`src/rtl/shm_pkg.sv`:
```
`default_nettype none
// ---------------------------------------------------------------------------
// shm_pkg
// Shared types and constants for the stepper homing and measuring block.
// ---------------------------------------------------------------------------
package shm_pkg;

    // width of the reverse pass counter (4 to 32)
    localparam int COUNT_WIDTH = 16;

    // fixed widths of the port fields
    localparam int HOLD_WIDTH  = 16;
    localparam int REV_WIDTH   = 16;
    localparam int COIL_WIDTH  = 4;

    // last half-step index of one pass
    localparam logic [2:0] LAST_HALF_STEP = 3'd7;

    // coil patterns at the first half-step pair of each direction
    localparam logic [COIL_WIDTH-1:0] COIL_FIRST_FWD = 4'b0001;
    localparam logic [COIL_WIDTH-1:0] COIL_FIRST_REV = 4'b1000;

    // start switch level that keeps the forward seek going
    localparam logic SEEK_ON_LEVEL = 1'b1;

    typedef enum logic [1:0] {
        MODE_IDLE = 2'd0,
        MODE_SEEK = 2'd1,
        MODE_MEAS = 2'd2,
        MODE_DONE = 2'd3
    } mode_t;

    // one input word
    typedef struct packed {
        logic start_cmd;
        logic start_level;
        logic end_level;
        logic abort_evt;
    } in_word_t;

    // one result word
    typedef struct packed {
        logic [COIL_WIDTH-1:0] coils;
        logic                  busy_res;
        logic                  done_res;
        logic                  aborted;
        logic [REV_WIDTH-1:0]  rev_count;
    } out_word_t;

    // controller state carried from tick to tick
    typedef struct packed {
        mode_t                  mode;
        logic                   in_pass;
        logic [2:0]             half_step;
        logic [HOLD_WIDTH-1:0]  hold_count;
        logic [COUNT_WIDTH-1:0] pass_count;
        logic                   abort_latch;
    } ctrl_state_t;

endpackage : shm_pkg
`default_nettype wire

```
`src/rtl/stepper_home_and_measure.sv`:
```
`default_nettype none
// ---------------------------------------------------------------------------
// stepper_home_and_measure
// Stepper homing seek and reverse travel measurement, one word per tick.
// ---------------------------------------------------------------------------
// Each input word is one timer tick and gives exactly one result word. The
// block takes one word per clock cycle, sustained, while the result side keeps
// up; each word passes through the input register, then the step logic into
// the result register. The rate is set by the state loop of the step logic,
// which updates mode, half-step, hold count and pass count from one word at a
// time. The user writes hold_ticks on the cfg port only while the block is
// idle, which the block itself does not enforce; it resets to 1 and a value of
// 0 behaves as 1. There is no memory and no clearing pass after reset.
// ---------------------------------------------------------------------------
module stepper_home_and_measure
    import shm_pkg::*;
(
    input  wire logic                   clk,
    input  wire logic                   rst_n,
    // tick words
    input  wire logic                   in_valid,
    output logic                        in_ready,
    input  wire logic                   start_cmd,
    input  wire logic                   start_level,
    input  wire logic                   end_level,
    input  wire logic                   abort_evt,
    // result words
    output logic                        out_valid,
    input  wire logic                   out_ready,
    output logic [COIL_WIDTH-1:0]       coils,
    output logic                        busy_res,
    output logic                        done_res,
    output logic                        aborted,
    output logic [REV_WIDTH-1:0]        rev_count,
    // configuration write
    input  wire logic                   cfg_valid,
    output logic                        cfg_ready,
    input  wire logic [HOLD_WIDTH-1:0]  cfg_data
);

    in_word_t              in_word;
    in_word_t              stage_word;
    logic                  stage_valid;
    logic                  step_en;
    logic                  out_free;
    logic                  in_load;
    ctrl_state_t           state_reg;
    ctrl_state_t           state_next;
    out_word_t             step_result;
    out_word_t             res_word;
    logic [HOLD_WIDTH-1:0] hold_ticks_reg;

    // handshake and stage advance
    assign out_free  = !out_valid || out_ready;
    assign step_en   = stage_valid && out_free;
    assign in_ready  = !stage_valid || out_free;
    assign in_load   = in_valid && in_ready;
    assign cfg_ready = 1'b1;

    assign in_word.start_cmd   = start_cmd;
    assign in_word.start_level = start_level;
    assign in_word.end_level   = end_level;
    assign in_word.abort_evt   = abort_evt;

    shm_in_reg u_in_reg (
        .clk        (clk),
        .rst_n      (rst_n),
        .load_en    (in_load),
        .drain_en   (step_en),
        .word_in    (in_word),
        .word_valid (stage_valid),
        .word_out   (stage_word)
    );

    shm_step u_step (
        .word       (stage_word),
        .state_cur  (state_reg),
        .hold_ticks (hold_ticks_reg),
        .state_nxt  (state_next),
        .result     (step_result)
    );

    // controller state and hold register
    always_ff @(posedge clk or negedge rst_n)
    begin
        if (!rst_n)
        begin
            state_reg.mode        <= MODE_IDLE;
            state_reg.in_pass     <= 1'b0;
            state_reg.half_step   <= '0;
            state_reg.hold_count  <= '0;
            state_reg.pass_count  <= '0;
            state_reg.abort_latch <= 1'b0;
            hold_ticks_reg        <= HOLD_WIDTH'(1);
        end
        else
        begin
            if (step_en)
            begin
                state_reg <= state_next;
            end
            if (cfg_valid && cfg_ready)
            begin
                hold_ticks_reg <= cfg_data;
            end
        end
    end

    shm_out_reg u_out_reg (
        .clk        (clk),
        .rst_n      (rst_n),
        .load_en    (step_en),
        .take_en    (out_ready),
        .word_in    (step_result),
        .word_valid (out_valid),
        .word_out   (res_word)
    );

    assign coils     = res_word.coils;
    assign busy_res  = res_word.busy_res;
    assign done_res  = res_word.done_res;
    assign aborted   = res_word.aborted;
    assign rev_count = res_word.rev_count;

    // checks on the controller
    a_hold_idle: assert property (@(posedge clk) disable iff (!rst_n)
        !state_reg.in_pass |-> (state_reg.hold_count == '0 && state_reg.half_step == '0))
        else $error("hold count or half-step left over outside a pass");

    a_pass_busy: assert property (@(posedge clk) disable iff (!rst_n)
        state_reg.in_pass |-> (state_reg.mode == MODE_SEEK || state_reg.mode == MODE_MEAS))
        else $error("pass running while not seeking or measuring");

    a_coils_onehot: assert property (@(posedge clk) disable iff (!rst_n)
        out_valid |-> ($onehot0(coils) && (coils == '0 || busy_res)))
        else $error("coil pattern not one-hot or driven while not busy");

    a_flags: assert property (@(posedge clk) disable iff (!rst_n)
        out_valid |-> (!(busy_res && done_res) && (!aborted || done_res)))
        else $error("inconsistent busy, done and aborted flags");

    a_count_hold: assert property (@(posedge clk) disable iff (!rst_n)
        (step_en && state_reg.mode == MODE_SEEK) |=>
            (state_reg.pass_count == $past(state_reg.pass_count)))
        else $error("pass count changed during the forward seek");

endmodule : stepper_home_and_measure
`default_nettype wire

```
`src/rtl/shm_in_reg.sv`:
```
`default_nettype none
// ---------------------------------------------------------------------------
// shm_in_reg
// Input register stage: holds one accepted tick word for the step logic.
// ---------------------------------------------------------------------------
module shm_in_reg
    import shm_pkg::*;
(
    input  wire logic     clk,
    input  wire logic     rst_n,
    input  wire logic     load_en,
    input  wire logic     drain_en,
    input  wire in_word_t word_in,
    output logic          word_valid,
    output in_word_t      word_out
);

    logic     valid_reg;
    logic     valid_next;
    in_word_t word_reg;

    // valid flag: set on load, cleared when drained without refill
    always_comb
    begin
        valid_next = valid_reg;
        if (load_en)
        begin
            valid_next = 1'b1;
        end
        else if (drain_en)
        begin
            valid_next = 1'b0;
        end
    end

    always_ff @(posedge clk or negedge rst_n)
    begin
        if (!rst_n)
        begin
            valid_reg <= 1'b0;
        end
        else
        begin
            valid_reg <= valid_next;
        end
    end

    // payload capture
    always_ff @(posedge clk)
    begin
        if (load_en)
        begin
            word_reg <= word_in;
        end
    end

    assign word_valid = valid_reg;
    assign word_out   = word_reg;

endmodule : shm_in_reg
`default_nettype wire

```
`src/rtl/shm_step.sv`:
```
`default_nettype none
// ---------------------------------------------------------------------------
// shm_step
// One tick of the homing controller: start, abort latch, boundary decision
// and half-step drive, giving the next state and the result word.
// ---------------------------------------------------------------------------
module shm_step
    import shm_pkg::*;
(
    input  wire in_word_t              word,
    input  wire ctrl_state_t           state_cur,
    input  wire logic [HOLD_WIDTH-1:0] hold_ticks,
    output ctrl_state_t                state_nxt,
    output out_word_t                  result
);

    ctrl_state_t             s0;
    ctrl_state_t             s1;
    ctrl_state_t             s2;
    ctrl_state_t             s3;
    logic [HOLD_WIDTH-1:0]   hold_eff;
    logic [HOLD_WIDTH-1:0]   hold_inc;
    logic [COIL_WIDTH-1:0]   coil_pat;
    logic [1:0]              coil_idx;
    logic [COUNT_WIDTH+REV_WIDTH-1:0] count_ext;

    // a zero hold behaves as one tick
    assign hold_eff = (hold_ticks == '0) ? HOLD_WIDTH'(1) : hold_ticks;

    // start command and abort latch
    always_comb
    begin
        s0 = state_cur;
        if (word.start_cmd && (s0.mode == MODE_IDLE || s0.mode == MODE_DONE))
        begin
            s0.mode        = MODE_SEEK;
            s0.in_pass     = 1'b0;
            s0.half_step   = '0;
            s0.hold_count  = '0;
            s0.pass_count  = '0;
            s0.abort_latch = 1'b0;
        end
        if (s0.mode == MODE_SEEK || s0.mode == MODE_MEAS)
        begin
            s0.abort_latch = s0.abort_latch | word.abort_evt;
        end
    end

    // pass boundary: forward seek first, then reverse measure in the same tick
    always_comb
    begin
        s1 = s0;
        if (!s1.in_pass && s1.mode == MODE_SEEK)
        begin
            if (word.start_level == SEEK_ON_LEVEL && !s1.abort_latch)
            begin
                s1.in_pass    = 1'b1;
                s1.half_step  = '0;
                s1.hold_count = '0;
            end
            else
            begin
                s1.mode = MODE_MEAS;
            end
        end
        s2 = s1;
        if (!s2.in_pass && s2.mode == MODE_MEAS)
        begin
            if (word.end_level && !s2.abort_latch)
            begin
                s2.in_pass    = 1'b1;
                s2.half_step  = '0;
                s2.hold_count = '0;
            end
            else
            begin
                s2.mode = MODE_DONE;
            end
        end
    end

    // half-step drive and pass counting
    assign coil_idx = s2.half_step[2:1];
    assign hold_inc = s2.hold_count + HOLD_WIDTH'(1);

    always_comb
    begin
        s3       = s2;
        coil_pat = '0;
        if (s2.in_pass)
        begin
            coil_pat      = (s2.mode == MODE_SEEK) ? (COIL_FIRST_FWD << coil_idx)
                                                   : (COIL_FIRST_REV >> coil_idx);
            s3.hold_count = hold_inc;
            if (hold_inc >= hold_eff)
            begin
                s3.hold_count = '0;
                if (s2.half_step == LAST_HALF_STEP)
                begin
                    s3.half_step = '0;
                    s3.in_pass   = 1'b0;
                    if (s2.mode == MODE_MEAS && s2.pass_count != '1)
                    begin
                        s3.pass_count = s2.pass_count + COUNT_WIDTH'(1);
                    end
                end
                else
                begin
                    s3.half_step = s2.half_step + 3'd1;
                end
            end
        end
    end

    // result word
    assign count_ext = {{REV_WIDTH{1'b0}}, s3.pass_count};

    always_comb
    begin
        result.coils     = coil_pat;
        result.busy_res  = (s3.mode == MODE_SEEK || s3.mode == MODE_MEAS);
        result.done_res  = (s3.mode == MODE_DONE);
        result.aborted   = (s3.mode == MODE_DONE) && s3.abort_latch;
        result.rev_count = count_ext[REV_WIDTH-1:0];
    end

    assign state_nxt = s3;

endmodule : shm_step
`default_nettype wire

```
`src/rtl/shm_out_reg.sv`:
```
`default_nettype none
// ---------------------------------------------------------------------------
// shm_out_reg
// Result register: holds one result word until the consumer takes it.
// ---------------------------------------------------------------------------
module shm_out_reg
    import shm_pkg::*;
(
    input  wire logic      clk,
    input  wire logic      rst_n,
    input  wire logic      load_en,
    input  wire logic      take_en,
    input  wire out_word_t word_in,
    output logic           word_valid,
    output out_word_t      word_out
);

    logic      valid_reg;
    logic      valid_next;
    out_word_t word_reg;

    // valid flag: load wins over a take in the same cycle
    always_comb
    begin
        valid_next = valid_reg;
        if (load_en)
        begin
            valid_next = 1'b1;
        end
        else if (take_en)
        begin
            valid_next = 1'b0;
        end
    end

    always_ff @(posedge clk or negedge rst_n)
    begin
        if (!rst_n)
        begin
            valid_reg <= 1'b0;
        end
        else
        begin
            valid_reg <= valid_next;
        end
    end

    // payload capture
    always_ff @(posedge clk)
    begin
        if (load_en)
        begin
            word_reg <= word_in;
        end
    end

    assign word_valid = valid_reg;
    assign word_out   = word_reg;

endmodule : shm_out_reg
`default_nettype wire

```
`config.mk`:
```
export PLATFORM = sky130hd
export DESIGN_NAME = stepper_home_and_measure
export DESIGN_NICKNAME = d
export VERILOG_FILES = /design/src/rtl/shm_pkg.sv /design/src/rtl/stepper_home_and_measure.sv /design/src/rtl/shm_in_reg.sv /design/src/rtl/shm_step.sv /design/src/rtl/shm_out_reg.sv
export SDC_FILE = /design/constraint.sdc
export NUM_CORES = 1
export LEC_CHECK = 0
export BUFFER_PORTS_ARGS = -buffer_cell sky130_fd_sc_hd__buf_4
export CAP_MARGIN = 20
export CORE_MARGIN = 1.5
export CORE_UTILIZATION = 50
export DETAILED_ROUTE_END_ITERATION = 8
export PLACE_DENSITY = 0.69
export SYNTH_ARGS = -nofsm -noshare
export SYNTH_HDL_FRONTEND = slang
export SYNTH_SLANG_ARGS = --single-unit
```
`constraint.sdc`:
```
create_clock -name clk -period 15.9 [get_ports clk]
set_input_delay 3.18 -clock clk [delete_from_list [all_inputs] [get_ports clk]]
set_output_delay 3.18 -clock clk [all_outputs]
set_load 0.05 [all_outputs]
```
Yosys cells after proc, flatten, opt, wreduce, memory -nomap -nowiden
Index checks and enable logic that the tools add are counted.
- flip-flop bits (word level): 84
- bits in latches: 0
- memory bits (writable): 0
- logic and storage cells: 77
- input port bits: 25
- ROM bits: 0
- output and inout bits: 26
- memories kept: 0
- shifts and indexed selects: 2
- $lt $le $gt $ge: 1
- add/sub/neg operators: 3
- eq/ne operators: 9
- mux-type cells: 20
- reduce and logical (&&, ||, !) cells: 23
- bitwise logic cells: 1
- div/mod/pow operators: 0
- multiply operators: 0
- operators by type and width (operator ; count):
    36-bit two-way mux ; 2
    16-bit two-way mux ; 3
    22-bit two-way mux ; 2
    20-bit two-way mux ; 2
    39-bit two-way mux ; 1
    16-bit by 1-bit adder with 16-bit output (second input constant) ; 2
    16-bit >= comparator ; 1
    16-bit zero test ; 1
    16-bit != test (second input constant) ; 1
    2-bit equality test (second input constant) ; 5
    1-bit logical AND ; 9
    1-bit two-way mux ; 6
    1-bit zero test ; 5
    1-bit logical OR ; 5
    2-bit by 1-bit equality test with 1-bit output (second input constant) ; 2
    2-bit two-way mux ; 2
    4-bit two-way mux ; 1
    2-bit nonzero test ; 2
    1-bit by 2-bit left shift with 4-bit output (first input constant) ; 1
    4-bit by 2-bit >> shifter with 4-bit output (first input constant) ; 1
    3-bit by 1-bit adder with 3-bit output (second input constant) ; 1
    3-bit equality test (second input constant) ; 1
    3-bit two-way mux ; 1
    2-bit zero test ; 1
    1-bit bitwise OR ; 1

Logic depth before layout (Yosys ltp)
Gate-level depths: netlist of the first run.
- word-level depth: 20
- depth in mapped cells: 28
- mapped depth without buffers: 23

Cells and area by module
A second synthesis of the first run with hierarchy kept.
- cells, all modules: 498
- area total of the unflattened synthesis: 5241.3 sq um
- by module, submodules not included (module ; instances ; seq. area each (sq um) ; cells each ; area an instance (sq um)):
    shm_step ; 1 ; 0.0 ; 342 ; 2254.7
    stepper_home_and_measure ; 1 ; 1377.6 ; 123 ; 2103.3
    shm_out_reg ; 1 ; 715.7 ; 26 ; 726.9
    shm_in_reg ; 1 ; 145.1 ; 7 ; 156.4

Least setup slack after synthesis of the first run
No wires, ideal clock.
- path type: input-to-output
- start: in out_ready
- end: out in_ready
- data arrival time: 3.663 ns
- stages on the path: 1
- buffers on the path: 0
- data required time: 12.720 ns
- setup slack: 9.057 ns
- cell sequence: nand3b_1
- cells in the longest elaborated chain, start to end: 2
- ends and longest elaborated chain (what ; line ; source):
    start: declaration ; stepper_home_and_measure.sv:29 ; input wire logic out_ready,
    1-bit logical OR ; stepper_home_and_measure.sv:54 ; assign out_free = !out_valid || out_ready;
    1-bit logical OR ; stepper_home_and_measure.sv:56 ; assign in_ready = !stage_valid || out_free;
    end: declaration ; stepper_home_and_measure.sv:22 ; output logic in_ready,
No other way between the ends.

Worst setup path after layout of the first run
- start: reg state_reg[38] (netlist bit)
- end: reg state_reg[25] (netlist bit)
- cells in the longest elaborated chain, start to end: 18
- elaborated cells on any way between the ends: 27
- those cells by class: 1 x add/sub; 1 x order compare; 4 x eq/ne; 9 x mux; 1 x bitwise; 11 x reduce/logical
- ends and longest elaborated chain (what ; line ; source):
    start: declaration ; stepper_home_and_measure.sv:47 ; ctrl_state_t state_reg;
    start signal: assignment ; stepper_home_and_measure.sv:100 ; state_reg <= state_next;
    2-bit equality test / 2-bit zero test (equally long branches) ; shm_step.sv:34 ; if (word.start_cmd && (s0.mode == MODE_IDLE || s0.mode == MODE_DONE))
    1-bit logical OR ; shm_step.sv:34 ;
    1-bit logical AND ; shm_step.sv:34 ;
    39-bit two-way mux * ; shm_step.sv:34 ;
    2-bit by 1-bit equality test with 1-bit output / 2-bit equality test (equally long branches) ; shm_step.sv:43, shm_step.sv:53 ;
    1-bit logical OR ; shm_step.sv:43 ; if (s0.mode == MODE_SEEK || s0.mode == MODE_MEAS)
    1-bit two-way mux ; shm_step.sv:43 ;
    1-bit zero test ; shm_step.sv:55, shm_step.sv:69 ;
    [2 not listed] ; -- ;
    22-bit two-way mux ; shm_step.sv:53 ; if (!s1.in_pass && s1.mode == MODE_SEEK)
    2-bit equality test / 1-bit zero test (equally long branches) ; shm_step.sv:67 ; if (!s2.in_pass && s2.mode == MODE_MEAS)
    1-bit logical AND ; shm_step.sv:67 ;
    22-bit two-way mux * ; shm_step.sv:67 ;
    16-bit by 1-bit adder with 16-bit output ; shm_step.sv:84 ; assign hold_inc = s2.hold_count + HOLD_WIDTH'(1);
    16-bit >= comparator ; shm_step.sv:95 ; if (hold_inc >= hold_eff)
    36-bit two-way mux ; shm_step.sv:95 ;
    36-bit two-way mux * ; shm_step.sv:90 ; if (s2.in_pass)
Every way passes the cells marked *; elsewhere a longest branch is shown, timed or not.
A chain may end at the register's enable or synchronous reset.

==> run metrics, run 1 <==
status completed; Leak Pwr between 2 and 2.5 nW; vias per inst 5.844; Tmin final 7.098 ns; Port Buffers approximately 50; Place WS approximately 8.9 ns; Num CTS Buffers 9; worst skew pair latency between 0.3 and 0.4 ns; setup ws final 8.802 ns; number of max-cap violations 0; final hold slack between 0.5 and 0.6 ns; Most Frequent Cell on Critical Path nor2_1; P_sw between 0.0003 and 0.0004 W; Worst VDD drop 84.35 µV; mean area per synthesized cell between 9 and 10 µm²; H-tree depth 3; Post-synth ARST share 67.86%; Synth Cell Area between 4000 and 5000 µm²; Arr. time, crit path about 7.3 ns; wire per inst about 15 µm; Syn. warnings 0; FF/Latch Area between 2000 and 2500 µm²; number of synthesized flops with an enable pin 27; TritonRoute pass-1 iters 5; Synth top area share about 29%; Gate power share 45.9%; CTS tree done; startpoint types flip-flop; Cell Rows 35; Req. time, crit path 16.13 ns; RSZ-0062 raised after global routing false; synth top area cells dfrtp_1 (29%), edfxtp_1 (17%), ha_1 (6.1%); clk sinks 84; Reg clk slew, reported paths around 0.08 ns; CP peak stage delay just under 0.9 ns; Hold Vio Cnt, Final 0; Placer Congestion roughly 0.94; min-delay worst type flip-flop to flip-flop; endpoint class of the critical path flip-flop; multi-input logic area between 2000 and 2500 µm²; Resize count post-CTS 0; core area between 9000 and 10000 µm²; sequential share of power a little over a third; Largest register FFs 39; remaining antenna violation count 0; # nets final 608; io pins between 50 and 60; Initial Utilization between 50% and 60%; Seq/Total Area, Yosys 45.75%; CTS max path bufs 2; Fin Setup TNS 0 ns; first-pass GRT wire length 17970 µm; Setup Fix Bufs, Post-CTS 0; Layout area overhead 13.63%; count of cell types in the netlist 65; GR Overflow Total 0; internal power roughly 0.0005 W; drt initial violations 288; vias in the first global route slightly below 4000; worst-path cell chain xor2_1 > nor2_1 > nor2_1 > inv_1 > ha_1 > inv_1 > a2111oi_1 > nor2_1 > buf_4 > and2_1 > ha_1 > and4_1 > and4_1 > nand3_1 > xor2_1 > nor2_1 > ha_1 > and4_1 > and3_1 > a221oi_2 > nand2_1 > nor3_2 > nand2_1 > o311ai_0; Crit Path Max Fanout 20; chip height 101.9 µm; Final Core Density between 50% and 60%; Die Area approximately 10000 µm²; Peak Freq ~0.14 GHz; placed wire-length estimate approximately 7400 µm; Residual DRC 0; initial antenna violation count 0; worst setup path class flip-flop to flip-flop; CP max stage cell nor3_2; clock share of power a little under a fifth; period utilisation layout about 45%; Tightest Pin Transition a little over 1 ns; Die W 101.9 µm; Fillers about 850; Setup Skew ~0.012 ns; area leader, netlist dfrtp_1; Seq cells post-synth 84; Net Count, Synth 568; Switching Fraction 44.27%; Slew headroom 31.90%; # setup viols final 0; Synth Instances 519; ys flop type dfrtp_1; overall fraction of global-route tracks in use 21.89%; pwr/cell area 160.8 nW/µm²; CTS Hold Bufs 0; Clock Tree Root clkbuf_8; Final Total Pwr 0.0008940 W; via count 4050; fraction of layout cells with a size suffix above 1 ~15%; WL final between 10000 and 15000 µm; ant diodes 0; largest net degree at the start of global routing 58; Pins Over Slew Limit 0
path summary, 6_finish.rpt:
check	from	endpoint	slack, ns	cells after the start
min in group asynchronous	rst_n	hold_ticks_reg[9]	2.89	1
max reg2reg	state_reg[38]	state_reg[25]	8.80	24
min reg2reg	state_reg[32]	state_reg[32]	0.52	2
max	state_reg[38]	state_reg[25]	8.80	24
min	state_reg[32]	state_reg[32]	0.52	2
max in group asynchronous	rst_n	u_out_reg.word_valid	12.50	1
placed cells by master, fill, tap and decap left out, types with 22 or more instances in the layout:
cell type and n:
nand2_1 71, dfrtp_1 56, buf_4 54, o21ai_0 42
nand3_1 35, nor2_1 29, inv_1 27, edfxtp_1 27
ha_1 24, a21oi_1 22
cell families after synthesis:
kind of cell,after synthesis,synth area share (%)
DFF,84,45.75
muxes,2,0.4603
buffers and inverters,52,4.424
xor gates and xnor gates,19,3.402
adders and majority gates,24,6.138
other,1,0.07665
and+or+nand+nor,213,22.23
AOI/OAI and AO/OA,124,17.52
cell type report:
class | count | area share [%]
clock buffer | 9 | 2.228
tap | 129 | 2.903
sequential | 84 | 40.27
inverter | 27 | 1.823
multi-input combinational | 383 | 43.84
timing repair buffer | 54 | 7.292
clock inverter | 7 | 1.643
through the flow:
step,std cells,cell area [µm²]
after floorplan,519,4892
after global placement,677,5344
after detailed placement,677,5344
after CTS,693,5559
after global routing,693,5559
final,693,5559
Yosys cell counts, types with 3 or more instances:
master    number
nand2_1       71
dfrtp_1       56
o21ai_0       42
nand3_1       35
nor2_1        29
edfxtp_1      27
inv_1         27
ha_1          24
a21oi_1       22
clkbuf_1      17
and2_1        14
xor2_1        12
nand4_1        9
and4_1         8
a22o_1         7
and3_1         7
nand2b_1       7
nor4_1         7
o211ai_1       7
xnor2_1        7
buf_2          5
or3_1          5
a21o_1         4
nand3b_1       4
o21ai_1        4
o31ai_1        4
or2_1          4
a211o_1        3
o311ai_0       3
o311ai_1       3
power groups by stage:
stage | logic (W) | registers, W | clock network [W]
after floorplan | 0.000252 | 0.000365 | 0
after global placement | 0.000394 | 0.000318 | 0
after detailed placement | 0.000407 | 0.000320 | 0
after CTS | 0.000408 | 0.000316 | 0.000171
after global routing | 0.000451 | 0.000323 | 0.000180
final | 0.000410 | 0.000318 | 0.000166
layer usage:
layer / GRT usage (%) / share of wire [%] / vias to the layer above
met5: 0 / 0 / -
met4: 7.376 / 1.3 / 0
met3: 3.078 / 5.1 / 15
met2: 35.23 / 47 / 135
met1: 30.62 / 46 / 1941
li1: - / - / 1959
critical path: cells and delay by family (launching register included):
kind / cells / cell delay (ns)
xor+xnor: 2 / 0.40
flops: 1 / 0.46
compound gates: 3 / 1.35
buf+inv: 3 / 0.43
fa+ha+maj: 3 / 0.79
simple gates: 13 / 3.53
Note: power is estimated with default switching activity, not from simulation.
==> inputs of run 2 (changes only) <==
--- a/config.mk
+++ b/config.mk
@@ -10,7 +10,7 @@
 export CORE_MARGIN = 1.5
 export CORE_UTILIZATION = 50
 export DETAILED_ROUTE_END_ITERATION = 8
-export PLACE_DENSITY = 0.69
+export PLACE_DENSITY = 0.72
 export SYNTH_ARGS = -nofsm -noshare
 export SYNTH_HDL_FRONTEND = slang
 export SYNTH_SLANG_ARGS = --single-unit
==> constraint.sdc (replaced) <==
create_clock -name clk -period 6.15 [get_ports clk]
set_input_delay 1.23 -clock clk [delete_from_list [all_inputs] [get_ports clk]]
set_output_delay 1.23 -clock clk [all_outputs]
set_load 0.05 [all_outputs]
==> run 2 against run 1 <==
Effect of this change: die area unchanged; largest power group unchanged; routed wire length increased by 3.0%; clock skew increased by 0.00076 ns; via count increased by 0.84%.
==> run metrics, run 2 (same netlist as run 1, synthesis figures left out) <==
Setup Skew 0.01231 ns (+0.0007589 ns); CP peak stage delay 0.48 ns (-0.39 ns); clk sinks 84 (unchanged); Final Core Density 60.05% (+0.73 points); Leak Pwr 2.476 nW (+0.65%); fraction of layout cells with a size suffix above 1 16.02% (+1.5 points); Die W 101.9 µm (unchanged); Largest register FFs 39 (unchanged); endpoint class of the critical path flip-flop; CTS max path bufs 2 (unchanged); H-tree depth 3 (unchanged); Most Frequent Cell on Critical Path nor2_1; Req. time, crit path 6.30 ns (-9.83 ns); most common cell after layout, fill and taps aside nand2_1; period utilisation layout 93.12% (+48 points); # nets final 612 (+0.66%); vias in the first global route 3791 (-1.9%); Peak Freq 0.1746 GHz (+24%); Hold Vio Cnt, Final 0 (unchanged); worst-path cell chain xor2_2 > nor2_1 > nor2_1 > inv_1 > ha_1 > nor2b_1 > a2111oi_4 > nor2_1 > and2_1 > ha_1 > and4_1 > and4_1 > nand3_1 > xor2_1 > nor2_1 > ha_1 > and4_1 > and3_1 > nand3_2 > a21oi_4 > and2_1 > nand3_1 > o21ai_0; Arr. time, crit path 5.88 ns (-1.44 ns); Slew headroom 35.00% (+3.1 points); chip height 101.9 µm (unchanged); CTS tree done; WL final 11020 µm (+3.0%); number of max-cap violations 0 (unchanged); Worst VDD drop 237.0 µV (+180%); Die Area 10390 µm² (unchanged); Tmin final 5.727 ns (-1.371 ns); initial antenna violation count 0 (unchanged); status completed; CP max stage cell dfrtp_1; pwr/cell area 413.1 nW/µm² (+160%); Fin Setup TNS 0 ns (unchanged); worst skew pair latency 0.36 ns (about the same); Residual DRC 0 (unchanged); # setup viols final 0 (unchanged); final hold slack 0.5069 ns (-0.01310 ns); Pins Over Slew Limit 0 (unchanged); GR Overflow Total 0 (unchanged); Layout area overhead 15.04%; Initial Utilization 52.20% (unchanged); Reg clk slew, reported paths 0.08 ns (about the same); core area 9371 µm² (unchanged); Cell Rows 35 (unchanged); largest net degree at the start of global routing 58 (unchanged); wire per inst 15.80 µm (+2.4%); vias per inst 5.859 (+0.26%); startpoint types flip-flop; drt initial violations 248 (-14%); RSZ-0062 raised after global routing true; first-pass GRT wire length 18130 µm (+0.88%); Num CTS Buffers 9 (unchanged); remaining antenna violation count 0 (unchanged); TritonRoute pass-1 iters 5 (unchanged); Placer Congestion 0.9207 (-2.5%); worst setup path class flip-flop to flip-flop; via count 4084 (+0.84%); Clock Tree Root clkbuf_8; Crit Path Max Fanout 10 (-50%); Tightest Pin Transition 0.9686 ns (-0.04739 ns); min-delay worst type flip-flop to flip-flop; ant diodes 0 (unchanged); commonest non-fill, non-tap cells in the layout nand2_1 (70), buf_4 (58), dfrtp_1 (56); Port Buffers 49 (unchanged); placed wire-length estimate 7635 µm (+3.1%); overall fraction of global-route tracks in use 22.28% (+0.39 points); io pins 51 (unchanged)
-- run 2: path summary, 6_finish.rpt --
path / start / to / slack, ns / cells past startpoint
setup / recovery: state_reg[38] / u_out_reg.word_out[6] / 0.42 / 23
hold / removal: state_reg[32] / state_reg[32] / 0.51 / 2
setup reg to reg: state_reg[38] / u_out_reg.word_out[6] / 0.42 / 23
hold reg to reg: state_reg[32] / state_reg[32] / 0.51 / 2
max in group asynchronous: rst_n / state_reg[5] / 4.71 / 1
min in group asynchronous: rst_n / hold_ticks_reg[8] / 0.93 / 1
-- run 2: layer usage --
metal | routed length [µm] | global-route usage (%) | vias up
li1 | - | - | 1965
met1 | 5139 | 31.18 | 1974
met2 | 5155 | 35.49 | 126
met3 | 515 | 3.010 | 19
met4 | 205 | 8.430 | 0
met5 | 0 | 0 | -
-- run 2: final cells by class --
class	instances	area [µm²]
repair buffers	58	435.4
inverters	27	101.3
well taps	129	161.4
flip-flops and latches	84	2238
clock inverters	5	51.30
multi-input cells	383	2499
clock buffers	11	141.4
fillers	809	3744
-- run 2: through the flow --
| step | cell area, µm² | std cells | setup WS, ns | power, W |
|---|---|---|---|---|
| 2_1_floorplan | 4892 | 519 | 0.3727 | 0.001596 |
| 3_3_place_gp | 5366 | 680 | 0.3205 | 0.001870 |
| 3_5_place_dp | 5366 | 680 | 0.09708 | 0.001897 |
| 4_1_cts | 5559 | 696 | 0.02384 | 0.002300 |
| 5_1_grt | 5628 | 697 | 0.02014 | 0.002479 |
| 6_report | 5628 | 697 | 0.4230 | 0.002325 |
-- run 2: repair_timing --
| item | CTS | global route |
|---|---|---|
| hold endpoints to repair | 0 | 0 |
| buffers inserted | 0 | 1 |
| resized for setup | 0 | 9 |
| hold buffers | 0 | 0 |
| endpoints found under the setup margin | 0 | 46 |
-- run 2: critical path, delay by kind of cell, from the launching register on --
family	cells	cell delay, ns
AND/OR/NAND/NOR	14	2.95
XOR/XNOR	2	0.45
flip-flops	1	0.48
buffers and inverters	1	0.06
AO/OA/AOI/OAI	3	0.68
adder cells (fa/ha/maj)	3	0.93
-- run 2: where the power goes --
group          total, W  internal, W  leakage (nW)  switching, W
combinational   0.00110     0.000367          1.41      0.000735
clock          0.000399     0.000197         0.103      0.000202
sequential     0.000824     0.000717         0.960      0.000107
